--- src/rtl/ata_task_file_builder_assert.svh ---
// Assertion macros shared by the ATA task-file builder RTL.
// Needs signals named clock and reset in the module that uses them.
`ifndef ATA_TASK_FILE_BUILDER_ASSERT_SVH
`define ATA_TASK_FILE_BUILDER_ASSERT_SVH
`ifndef SYNTHESIS
`define ATF_ASSERT_IMP(lbl, cond, prop) \
   lbl: assert property (@(posedge clock) disable iff (reset) (cond) |-> (prop)) \
      else $error("ata task file: same-cycle check failed");
`define ATF_ASSERT_NXT(lbl, cond, prop) \
   lbl: assert property (@(posedge clock) disable iff (reset) (cond) |=> (prop)) \
      else $error("ata task file: next-cycle check failed");
`else
`define ATF_ASSERT_IMP(lbl, cond, prop)
`define ATF_ASSERT_NXT(lbl, cond, prop)
`endif
`endif

--- src/rtl/atf_pkg.sv ---
`timescale 1ns / 1ps
// Shared types and constants of the ATA task-file builder.
// No dependencies; used by atf_emit and ata_task_file_builder.
package atf_pkg;

   localparam logic [31:0] LBA48_LIMIT = 32'h1000_0000;

   // Exact division of a 28-bit address by 63: q = (a * RECIP_63) >> RECIP_SHIFT.
   localparam int          RECIP_SHIFT = 34;
   localparam logic [28:0] RECIP_63    = 29'd272696337;
   localparam logic [5:0]  SECTORS_PER_TRACK = 6'd63;

   localparam logic [7:0] CTRL_NIEN     = 8'h02;
   localparam logic [7:0] DEVSEL_CHS    = 8'hA0;
   localparam logic [7:0] DEVSEL_LBA    = 8'hE0;
   localparam logic [7:0] CMD_READ      = 8'h20;
   localparam logic [7:0] CMD_READ_EXT  = 8'h24;
   localparam logic [7:0] CMD_WRITE     = 8'h30;
   localparam logic [7:0] CMD_WRITE_EXT = 8'h34;

   localparam logic [1:0] MODE_CHS   = 2'd0;
   localparam logic [1:0] MODE_LBA28 = 2'd1;
   localparam logic [1:0] MODE_LBA48 = 2'd2;

   localparam logic [3:0] REG_CONTROL    = 4'd0;
   localparam logic [3:0] REG_DEVICE     = 4'd1;
   localparam logic [3:0] REG_COUNT_HIGH = 4'd2;
   localparam logic [3:0] REG_LBA3       = 4'd3;
   localparam logic [3:0] REG_LBA4       = 4'd4;
   localparam logic [3:0] REG_LBA5       = 4'd5;
   localparam logic [3:0] REG_COUNT_LOW  = 4'd6;
   localparam logic [3:0] REG_LBA0       = 4'd7;
   localparam logic [3:0] REG_LBA1       = 4'd8;
   localparam logic [3:0] REG_LBA2       = 4'd9;
   localparam logic [3:0] REG_COMMAND    = 4'd10;

   // Everything the sequencer needs to replay one request.
   typedef struct packed {
      logic [1:0] mode;
      logic [7:0] devsel;
      logic [7:0] count;
      logic [7:0] lba0;
      logic [7:0] lba1;
      logic [7:0] lba2;
      logic [7:0] lba3;
      logic [7:0] command;
   } item_type;

endpackage

--- src/rtl/atf_emit.sv ---
`timescale 1ns / 1ps
// Sequencer that turns one prepared request into its task-file register writes.
// Depends on atf_pkg and ata_task_file_builder_assert.svh.
`include "ata_task_file_builder_assert.svh"
module atf_emit import atf_pkg::*; (
   input  logic       clock,
   input  logic       reset,
   input  logic       in_valid,
   output logic       in_stall,
   input  item_type   in_item,
   output logic       rsp_valid,
   input  logic       rsp_stall,
   output logic [3:0] rsp_register_index,
   output logic [7:0] rsp_write_data,
   output logic [1:0] rsp_addressing_mode,
   output logic       rsp_last_write
);

   logic       busy_ff, busy_in;
   logic [3:0] idx_ff, idx_in;
   item_type   item_ff, item_in;
   logic       done;
   logic       load;

   // The next request loads in the same cycle the command write is taken.
   assign done     = busy_ff && !rsp_stall && (idx_ff == REG_COMMAND);
   assign in_stall = busy_ff && !done;
   assign load     = in_valid && !in_stall;

   always_comb begin
      busy_in = busy_ff;
      idx_in  = idx_ff;
      item_in = item_ff;
      if (load) begin
         busy_in = 1'b1;
         idx_in  = REG_CONTROL;
         item_in = in_item;
      end else if (done) begin
         busy_in = 1'b0;
      end else if (busy_ff && !rsp_stall) begin
         // Only LBA48 writes the high-order count and address registers.
         if (idx_ff == REG_DEVICE && item_ff.mode != MODE_LBA48) begin
            idx_in = REG_COUNT_LOW;
         end else begin
            idx_in = idx_ff + 4'd1;
         end
      end
   end

   always_ff @(posedge clock) begin
      if (reset) begin
         busy_ff <= 1'b0;
      end else begin
         busy_ff <= busy_in;
      end
      idx_ff  <= idx_in;
      item_ff <= item_in;
   end

   always_comb begin
      unique case (idx_ff) inside
         REG_CONTROL:                          rsp_write_data = CTRL_NIEN;
         REG_DEVICE:                           rsp_write_data = item_ff.devsel;
         REG_COUNT_HIGH, REG_LBA4, REG_LBA5:   rsp_write_data = 8'h00;
         REG_LBA3:                             rsp_write_data = item_ff.lba3;
         REG_COUNT_LOW:                        rsp_write_data = item_ff.count;
         REG_LBA0:                             rsp_write_data = item_ff.lba0;
         REG_LBA1:                             rsp_write_data = item_ff.lba1;
         REG_LBA2:                             rsp_write_data = item_ff.lba2;
         REG_COMMAND:                          rsp_write_data = item_ff.command;
         default:                              rsp_write_data = 8'h00;
      endcase
   end

   assign rsp_valid           = busy_ff;
   assign rsp_register_index  = idx_ff;
   assign rsp_addressing_mode = item_ff.mode;
   assign rsp_last_write      = (idx_ff == REG_COMMAND);

   `ATF_ASSERT_IMP(a_short_skips_high, rsp_valid && rsp_addressing_mode != MODE_LBA48, rsp_register_index < REG_COUNT_HIGH || rsp_register_index > REG_LBA5)
   `ATF_ASSERT_NXT(a_sequence_continues, rsp_valid && !rsp_stall && !rsp_last_write, rsp_valid && rsp_register_index != REG_CONTROL)
   `ATF_ASSERT_NXT(a_lba48_goes_high, rsp_valid && !rsp_stall && rsp_register_index == REG_DEVICE && rsp_addressing_mode == MODE_LBA48, rsp_register_index == REG_COUNT_HIGH)
   `ATF_ASSERT_IMP(a_index_in_range, rsp_valid, rsp_register_index <= REG_COMMAND)

endmodule

--- src/rtl/ata_task_file_builder.sv ---
`timescale 1ns / 1ps
// A request's control write is offered once it has passed the three address stages and
// been loaded into the sequencer. A CHS or LBA28 request makes 7 register writes and an
// LBA48 request 11, at the sequencer's one register write per cycle while rsp_stall is
// low; the three-stage address pipeline accepts a new request every cycle until it fills.
// Reset (synchronous, active high) clears only the valid bits.
// Depends on atf_pkg and atf_emit.
module ata_task_file_builder import atf_pkg::*; (
   input  logic        clock,
   input  logic        reset,
   input  logic        req_valid,
   output logic        req_stall,
   input  logic        req_action,
   input  logic [31:0] req_block_address,
   input  logic [7:0]  req_sector_count,
   input  logic        req_drive_select,
   input  logic        req_lba_supported,
   output logic        rsp_valid,
   input  logic        rsp_stall,
   output logic [3:0]  rsp_register_index,
   output logic [7:0]  rsp_write_data,
   output logic [1:0]  rsp_addressing_mode,
   output logic        rsp_last_write
);

   // Stage 1: request capture and reciprocal multiply.
   logic        s1_valid_ff;
   logic        s1_action_ff, s1_drive_ff, s1_lba_ok_ff;
   logic [31:0] s1_addr_ff;
   logic [7:0]  s1_count_ff;
   logic [56:0] s1_prod_ff, s1_prod_in;

   // Stage 2: quotient and remainder by 63.
   logic        s2_valid_ff;
   logic        s2_action_ff, s2_drive_ff, s2_lba_ok_ff;
   logic [31:0] s2_addr_ff;
   logic [7:0]  s2_count_ff;
   logic [22:0] s2_quot_ff, s2_quot_in;
   logic [5:0]  s2_rem_ff, s2_rem_in;
   logic [28:0] s2_back;

   // Stage 3: prepared task-file bytes.
   logic        s3_valid_ff;
   item_type    s3_item_ff, s3_item_in;
   logic [3:0]  s3_head;
   logic [7:0]  s3_sector;

   logic        emit_stall;
   logic        s1_adv, s2_adv, s3_adv;

   assign s3_adv    = !s3_valid_ff || !emit_stall;
   assign s2_adv    = !s2_valid_ff || s3_adv;
   assign s1_adv    = !s1_valid_ff || s2_adv;
   assign req_stall = !s1_adv;

   assign s1_prod_in = 57'(req_block_address[27:0] * RECIP_63);

   assign s2_quot_in = s1_prod_ff[RECIP_SHIFT +: 23];
   // The remainder is below 64, so its low six bits are exact.
   assign s2_back    = 29'(s2_quot_in * SECTORS_PER_TRACK);
   assign s2_rem_in  = s1_addr_ff[5:0] - s2_back[5:0];

   always_comb begin
      s3_item_in.count = s2_count_ff;
      s3_item_in.lba3  = s2_addr_ff[31:24];
      s3_sector        = {2'b00, s2_rem_ff} + 8'd1;
      if (s2_addr_ff >= LBA48_LIMIT) begin
         s3_item_in.mode = MODE_LBA48;
         s3_head         = 4'd0;
      end else if (s2_lba_ok_ff) begin
         s3_item_in.mode = MODE_LBA28;
         s3_head         = s2_addr_ff[27:24];
      end else begin
         s3_item_in.mode = MODE_CHS;
         s3_head         = s2_quot_ff[3:0];
      end
      if (s3_item_in.mode == MODE_CHS) begin
         s3_item_in.devsel = DEVSEL_CHS | {3'b000, s2_drive_ff, s3_head};
         s3_item_in.lba0   = s3_sector;
         s3_item_in.lba1   = s2_quot_ff[11:4];
         s3_item_in.lba2   = s2_quot_ff[19:12];
      end else begin
         s3_item_in.devsel = DEVSEL_LBA | {3'b000, s2_drive_ff, s3_head};
         s3_item_in.lba0   = s2_addr_ff[7:0];
         s3_item_in.lba1   = s2_addr_ff[15:8];
         s3_item_in.lba2   = s2_addr_ff[23:16];
      end
      if (s3_item_in.mode == MODE_LBA48) begin
         s3_item_in.command = s2_action_ff ? CMD_WRITE_EXT : CMD_READ_EXT;
      end else begin
         s3_item_in.command = s2_action_ff ? CMD_WRITE : CMD_READ;
      end
   end

   always_ff @(posedge clock) begin
      if (reset) begin
         s1_valid_ff <= 1'b0;
         s2_valid_ff <= 1'b0;
         s3_valid_ff <= 1'b0;
      end else begin
         if (s1_adv) begin
            s1_valid_ff <= req_valid;
         end
         if (s2_adv) begin
            s2_valid_ff <= s1_valid_ff;
         end
         if (s3_adv) begin
            s3_valid_ff <= s2_valid_ff;
         end
      end
      if (s1_adv) begin
         s1_action_ff <= req_action;
         s1_addr_ff   <= req_block_address;
         s1_count_ff  <= req_sector_count;
         s1_drive_ff  <= req_drive_select;
         s1_lba_ok_ff <= req_lba_supported;
         s1_prod_ff   <= s1_prod_in;
      end
      if (s2_adv) begin
         s2_action_ff <= s1_action_ff;
         s2_addr_ff   <= s1_addr_ff;
         s2_count_ff  <= s1_count_ff;
         s2_drive_ff  <= s1_drive_ff;
         s2_lba_ok_ff <= s1_lba_ok_ff;
         s2_quot_ff   <= s2_quot_in;
         s2_rem_ff    <= s2_rem_in;
      end
      if (s3_adv) begin
         s3_item_ff <= s3_item_in;
      end
   end

   atf_emit u_emit (
      .clock               (clock),
      .reset               (reset),
      .in_valid            (s3_valid_ff),
      .in_stall            (emit_stall),
      .in_item             (s3_item_ff),
      .rsp_valid           (rsp_valid),
      .rsp_stall           (rsp_stall),
      .rsp_register_index  (rsp_register_index),
      .rsp_write_data      (rsp_write_data),
      .rsp_addressing_mode (rsp_addressing_mode),
      .rsp_last_write      (rsp_last_write)
   );

endmodule
--- config.mk ---
export PLATFORM = sky130hd
export DESIGN_NAME = ata_task_file_builder
export DESIGN_NICKNAME = d
export VERILOG_FILES = /design/src/rtl/atf_pkg.sv /design/src/rtl/atf_emit.sv /design/src/rtl/ata_task_file_builder.sv
export VERILOG_INCLUDE_DIRS = /design/src /design/src/rtl
export SDC_FILE = /design/constraint.sdc
export NUM_CORES = 1
export LEC_CHECK = 0
export BUFFER_PORTS_ARGS = -buffer_cell sky130_fd_sc_hd__buf_2
export CAP_MARGIN = 10
export CORE_ASPECT_RATIO = 1.5
export CORE_UTILIZATION = 50
export DETAILED_ROUTE_END_ITERATION = 12
export HOLD_SLACK_MARGIN = 0.05
export MAX_ROUTING_LAYER = met4
export PLACE_DENSITY = 0.67
export SYNTH_ARGS = -nofsm -noshare
export SYNTH_HDL_FRONTEND = slang
export SYNTH_SLANG_ARGS = --single-unit
export TNS_END_PERCENT = 50
--- constraint.sdc ---
create_clock -name clock -period 8.7 [get_ports clock]
set_clock_uncertainty 0.15 [all_clocks]
set_input_delay 1.74 -clock clock [delete_from_list [all_inputs] [get_ports clock]]
set_output_delay 1.74 -clock clock [all_outputs]
set_load 0.005 [all_outputs]
======== After elaboration in Yosys (flattened, before gate mapping) ========
Cells that the tools add are included.
word-level totals
  register bits ........................... 293
  latch bits .............................. 0
  memory bits (writable) .................. 0
  ROM bits ................................ 0
  input port bits ......................... 47
  output and inout port bits .............. 17
  memories ................................ 0
cells by class
  add/subtract/negate cells ............... 3
  multiply operators ...................... 2
  divide/modulo/power cells ............... 0
  magnitude comparators ................... 1
  equal/unequal tests ..................... 9
  shifts and indexed selects .............. 0
  mux-type cells .......................... 13
  bitwise logic cells ..................... 1
  reduce and logical (&&, ||, !) cells .... 19
operator list
  kind                                                    count
  case mux 8 bit (8 select lines)                         1
  multiplier 28 x 29 -> 57 bit (second input constant)    1
  >= comparator 32 x 29 -> 1 bit (second input constant)  1
  two-way mux 24 bit                                      1
  multiplier 23 x 6 -> 6 bit (second input constant)      1
  two-way mux 5 bit                                       3
  equality test 4 bit (second input constant)             3
  two-way mux 4 bit                                       3
  equality test 4 x 3 -> 1 bit (second input constant)    2
  adder 6 x 1 -> 7 bit (second input constant)            1
  logical NOT 1 bit                                       7
  two-way mux 7 bit                                       1
  subtractor 6 bit                                        1
  logical AND 1 bit                                       5
  adder 4 x 1 -> 4 bit (second input constant)            1
  equality test 4 x 1 -> 1 bit (second input constant)    1
  equality test 4 x 2 -> 1 bit (second input constant)    1
  logical NOT 4 bit                                       1
  logical OR 1 bit                                        3
  two-way mux 1 bit                                       3
  equality test 2 bit (second input constant)             1
  logical NOT 2 bit                                       1
  two-way mux 2 bit                                       1
  != test 2 bit (second input constant)                   1
  other kinds (3)                                         3

======== Longest topological paths before layout ========
  depth in word-level cells ............... 10
  gate-level depth with buffers ........... 20
  depth with buffers taken out ............ 20

======== Cells and area by module ========
Synthesis repeated with hierarchy kept, for this count alone.
unflattened totals
  cells, all modules ...................... 1,032
  area total of the unflattened synthesis .. 14,171.1 um^2
modules (own cells, without submodules)
  module                 instances  cells each  area each (um^2)
  ata_task_file_builder  1          868         11,609.9
  atf_emit               1          164         2,561.2

======== Worst setup path before layout ========
No wires, ideal clock.
  path kind ............................... input -> register
  start point ............................. in req_block_address[21]
  end point ............................... reg s1_prod_ff[53], data pin
  arrival ................................. 6,013 ps
  required time ........................... 8,291 ps
  setup slack ............................. 2,278 ps
  stages on the path ...................... 18
  path buffers ............................ 0
  cell sequence ........................... ha_1 inv_1 fa_1 inv_1 fa_1 fa_1 inv_1 fa_1 inv_1 ha_1 a21o_1 nor4_4 nand3_1 o21ai_2 a21boi_4 o41ai_4 o21ai_1 xnor2_1
on the way
  word-level cells in the longest chain between the ends .. 1
RTL lines
  element                       RTL line                      RTL
  start, declared               ata_task_file_builder.sv:14   input logic [31:0] req_block_address,
  multiplier 28 x 29 -> 57 bit  ata_task_file_builder.sv:56   assign s1_prod_in = 57'(req_block_address[27:0] * RECIP_63);
  net s1_prod_in[53]            ata_task_file_builder.sv:31   logic [56:0] s1_prod_ff, s1_prod_in;
  end signal, assigned          ata_task_file_builder.sv:117  s1_prod_ff <= s1_prod_in;
  end, declared                 ata_task_file_builder.sv:31
The timed path passes the listed nets, and every way through them passes these cells.
A chain may end at the register's enable or synchronous reset.

======== Worst setup path after layout ========
  start point ............................. in req_block_address[19]
  end point ............................... reg s1_prod_ff[49], data pin
The elaborated chain is that of the path after synthesis.

==> results.yml <==
run_status:
  status: "completed"
clock_tree:
  htreeDepth: 1
  cts.sinks: 240
  cts_hold_buf: 0
  cts_buffers: 23
  path_clk_slew_ns: 0.06
  cts_setup_buffers: 0
  clockBufferDepth: 3
  cts_tree: "done"
  cts_resized: 0
  ctsRootBufferMaster: "clkbuf_16"
  clk_latency_ns: 0.52
synthesis:
  yosysTopAreaCell: "edfxtp_1"
  synthCells: 1025
  syn_nets: 1325
  synthTopCellsByArea: "edfxtp_1, ha_1, fa_1"
  yosys.cell_count.top_type: "edfxtp_1"
  yosysTopAreaCellShare_pct: 50.2
  ys_seq_area_share_pct: 51.4
  ys_seq_elements: 240
  async_reset_ff_share_pct: 0
  synthFlopType: "edfxtp_1"
  synth.distinct_cells: 65
  ys.warnings.count: 0
  syn_avg_cell_area_sq_um: 13.5
  synthesis.area_sq_um: 13900
  synthTopCellsByCount: "edfxtp_1, ha_1, inv_1"
  synth_edf_count: 232
floorplan:
  dieHeight_um: 206
  rows: 74
  num_io_pins: 64
  core_sq_um: 27200
  die_w_um: 138
  die_area_sq_um: 28400
  start_util_pct: 51.0
placed_design:
  dpl-instance-area_sq_um: 14600
  hpwlAfterDp_um: 22800
  portBuffers: 63
  gp_congestion: 0.952
  place_ws_ns: 1.46
global_routing:
  antenna_found_initial: 0
  grt-ovfl-total: 0
  grt_max_degree: 71
  grt_pass1_vias: 8145
  grt_pass1_wl_um: 44600
  track_usage_pct: 21.4
routing:
  ant_nets: 0
  drt-wirelength-per-cell_um: 19.5
  vias_per_cell: 5.39
  vias: 7870
  drtIter0Drc: 325
  firstDrtPassIters: 4
  wl_um: 28500
  post-route-drc-count: 0
power:
  p_per_area_nw_per_um2: 305
  leakagePower_uw: 0.00681
  vdd_ir_drop_max_mv: 0.191
worst_setup_path:
  crit_fanout: 6
  cp.required_ns: 8.82
  r2r_slack_ns: 5.17
  startpoint_type: "primary input"
  cp-end-kind: "register"
  critPathKind: "primary input to register"
  crit_arrival_ns: 6.79
  r2r_cells: 12
hold_path:
  min_path_type: "register to register"
  whs_path_depth: 0
sta:
  maxSlewHeadroom_pct: 20.5
  worstMarginPinSlew_ns: 1.19
  setup_ws_ns: 2.03
  hold_violations: 0
  fin_crit_sh_pct: 76.7
  setup-violations-final: 0
  rsz0062_at_grt: "false"
  drv_slew: 0
  min_period_ns: 6.67
  tns_ns: 0
  fmax_ghz: 0.150
final_layout:
  postLayoutCellArea_sq_um: 15300
  n_fill_cell: 2256
  final_nets: 1402
  final_util_pct: 56.3
  drive_above_1_share_pct: 12.2
  areaGrowthSynthToFinish_pct: 10.4
  antenna_cells: 0
flow_run:
  cap_violations: 0
[final cells by class]
type                       count  area [sq um]  share of cell area (%)
clock buffer                  27           591                    3.86
clock inverter                15           125                   0.817
inverter                     151           567                    3.70
multi-input combinational    621          6150                    40.1
sequential                   240          7130                    46.5
tap                          342           428                    2.79
timing repair buffer          65           330                    2.16
[kinds of logic after synthesis]
kind of cell	count (synthesis)	synth area share (%)
xor gates and xnor gates	41	2.59
buffers and inverters	164	4.51
adders and majority gates	253	26.3
and+or+nand+nor	134	4.99
DFF	240	51.4
muxes	25	1.98
AOI/OAI and AO/OA	168	8.30
[placed cells by master (no fill, tap or decap), drive strengths merged, types with 3 or more instances in the layout]
| cell type | instances |
|---|---|
| a211oi | 4 |
| a21o | 24 |
| a21oi | 54 |
| a221oi | 3 |
| a22o | 4 |
| a22oi | 8 |
| a31oi | 7 |
| a32oi | 3 |
| and3 | 8 |
| buf | 65 |
| clkbuf | 27 |
| clkinv | 8 |
| dfxtp | 8 |
| edfxtp | 232 |
| fa | 64 |
| ha | 189 |
| inv | 156 |
| mux2 | 20 |
| mux2i | 5 |
| nand2 | 33 |
| nand2b | 4 |
| nand3 | 16 |
| nand4 | 7 |
| nor2 | 36 |
| nor2b | 7 |
| nor3 | 5 |
| nor4 | 3 |
| nor4b | 4 |
| o21a | 5 |
| o21ai | 27 |
| o21bai | 6 |
| o31ai | 3 |
| or4 | 4 |
| xnor2 | 28 |
| xor2 | 13 |
[worst max-delay path: stages]
cell and delay, ns:
buf_2 0.16, ha_1 0.39, fa_1 0.56, fa_1 0.53, inv_1 0.06, fa_1 0.53, inv_1 0.05, fa_1 0.47
ha_1 0.40, a21oi_2 0.29, nand3_1 0.18, nor4_2 0.58, o2111ai_2 0.24, nand3_1 0.15, o21ai_2 0.09, nor4b_1 0.26
nor3_1 0.09
[through the flow]
step / std cells / total power, uW / hold WS, ns
after detailed placement: 1419 / 3750 / 0.255
after global placement: 1419 / 3730 / 0.251
after floorplan: 1025 / 3240 / 0.250
after global routing: 1461 / 5030 / 0.270
after CTS: 1461 / 4720 / 0.256
final: 1461 / 4670 / 0.263
[worst paths after layout]
| kind | startpoint | endpoint |
|---|---|---|
| setup reg to reg | s1_prod_ff[36] | s2_rem_ff[5] |
| hold reg to reg | s3_item_ff[24] | u_emit.item_ff[24] |
| hold / removal | s3_item_ff[24] | u_emit.item_ff[24] |
| setup / recovery | req_block_address[19] | s1_prod_ff[49] |
[routing by layer]
layer	GRT usage, %	share of wire, %
met1	22.0	38
met2	41.0	55
met3	1.90	2.5
met4	9.65	4.3
met5	-	0
[registers in the layout, summed over array words and instances, names as in the netlist]
signal                      flops
s2_rem_ff                       6
s2_lba_ok_ff                    1
s1_prod_ff                     20
u_emit.item_ff                 48
s1_drive_ff                     1
s3_valid_ff                     1
u_emit.rsp_addressing_mode      2
s3_item_ff                     50
u_emit.rsp_register_index       4
s1_addr_ff                     32
s2_drive_ff                     1
u_emit.rsp_valid                1
s2_addr_ff                     32
s2_count_ff                     8
s2_valid_ff                     1
s1_count_ff                     8
s1_valid_ff                     1
s1_action_ff                    1
s2_action_ff                    1
s2_quot_ff                     20
s1_lba_ok_ff                    1
[report_power, final]
part	switching (uW)	internal (uW)
Sequential	71.0	1510
Clock	418	525
Combinational	1190	967
Total	1670	3000
Note: power is estimated with default switching activity, not from simulation.
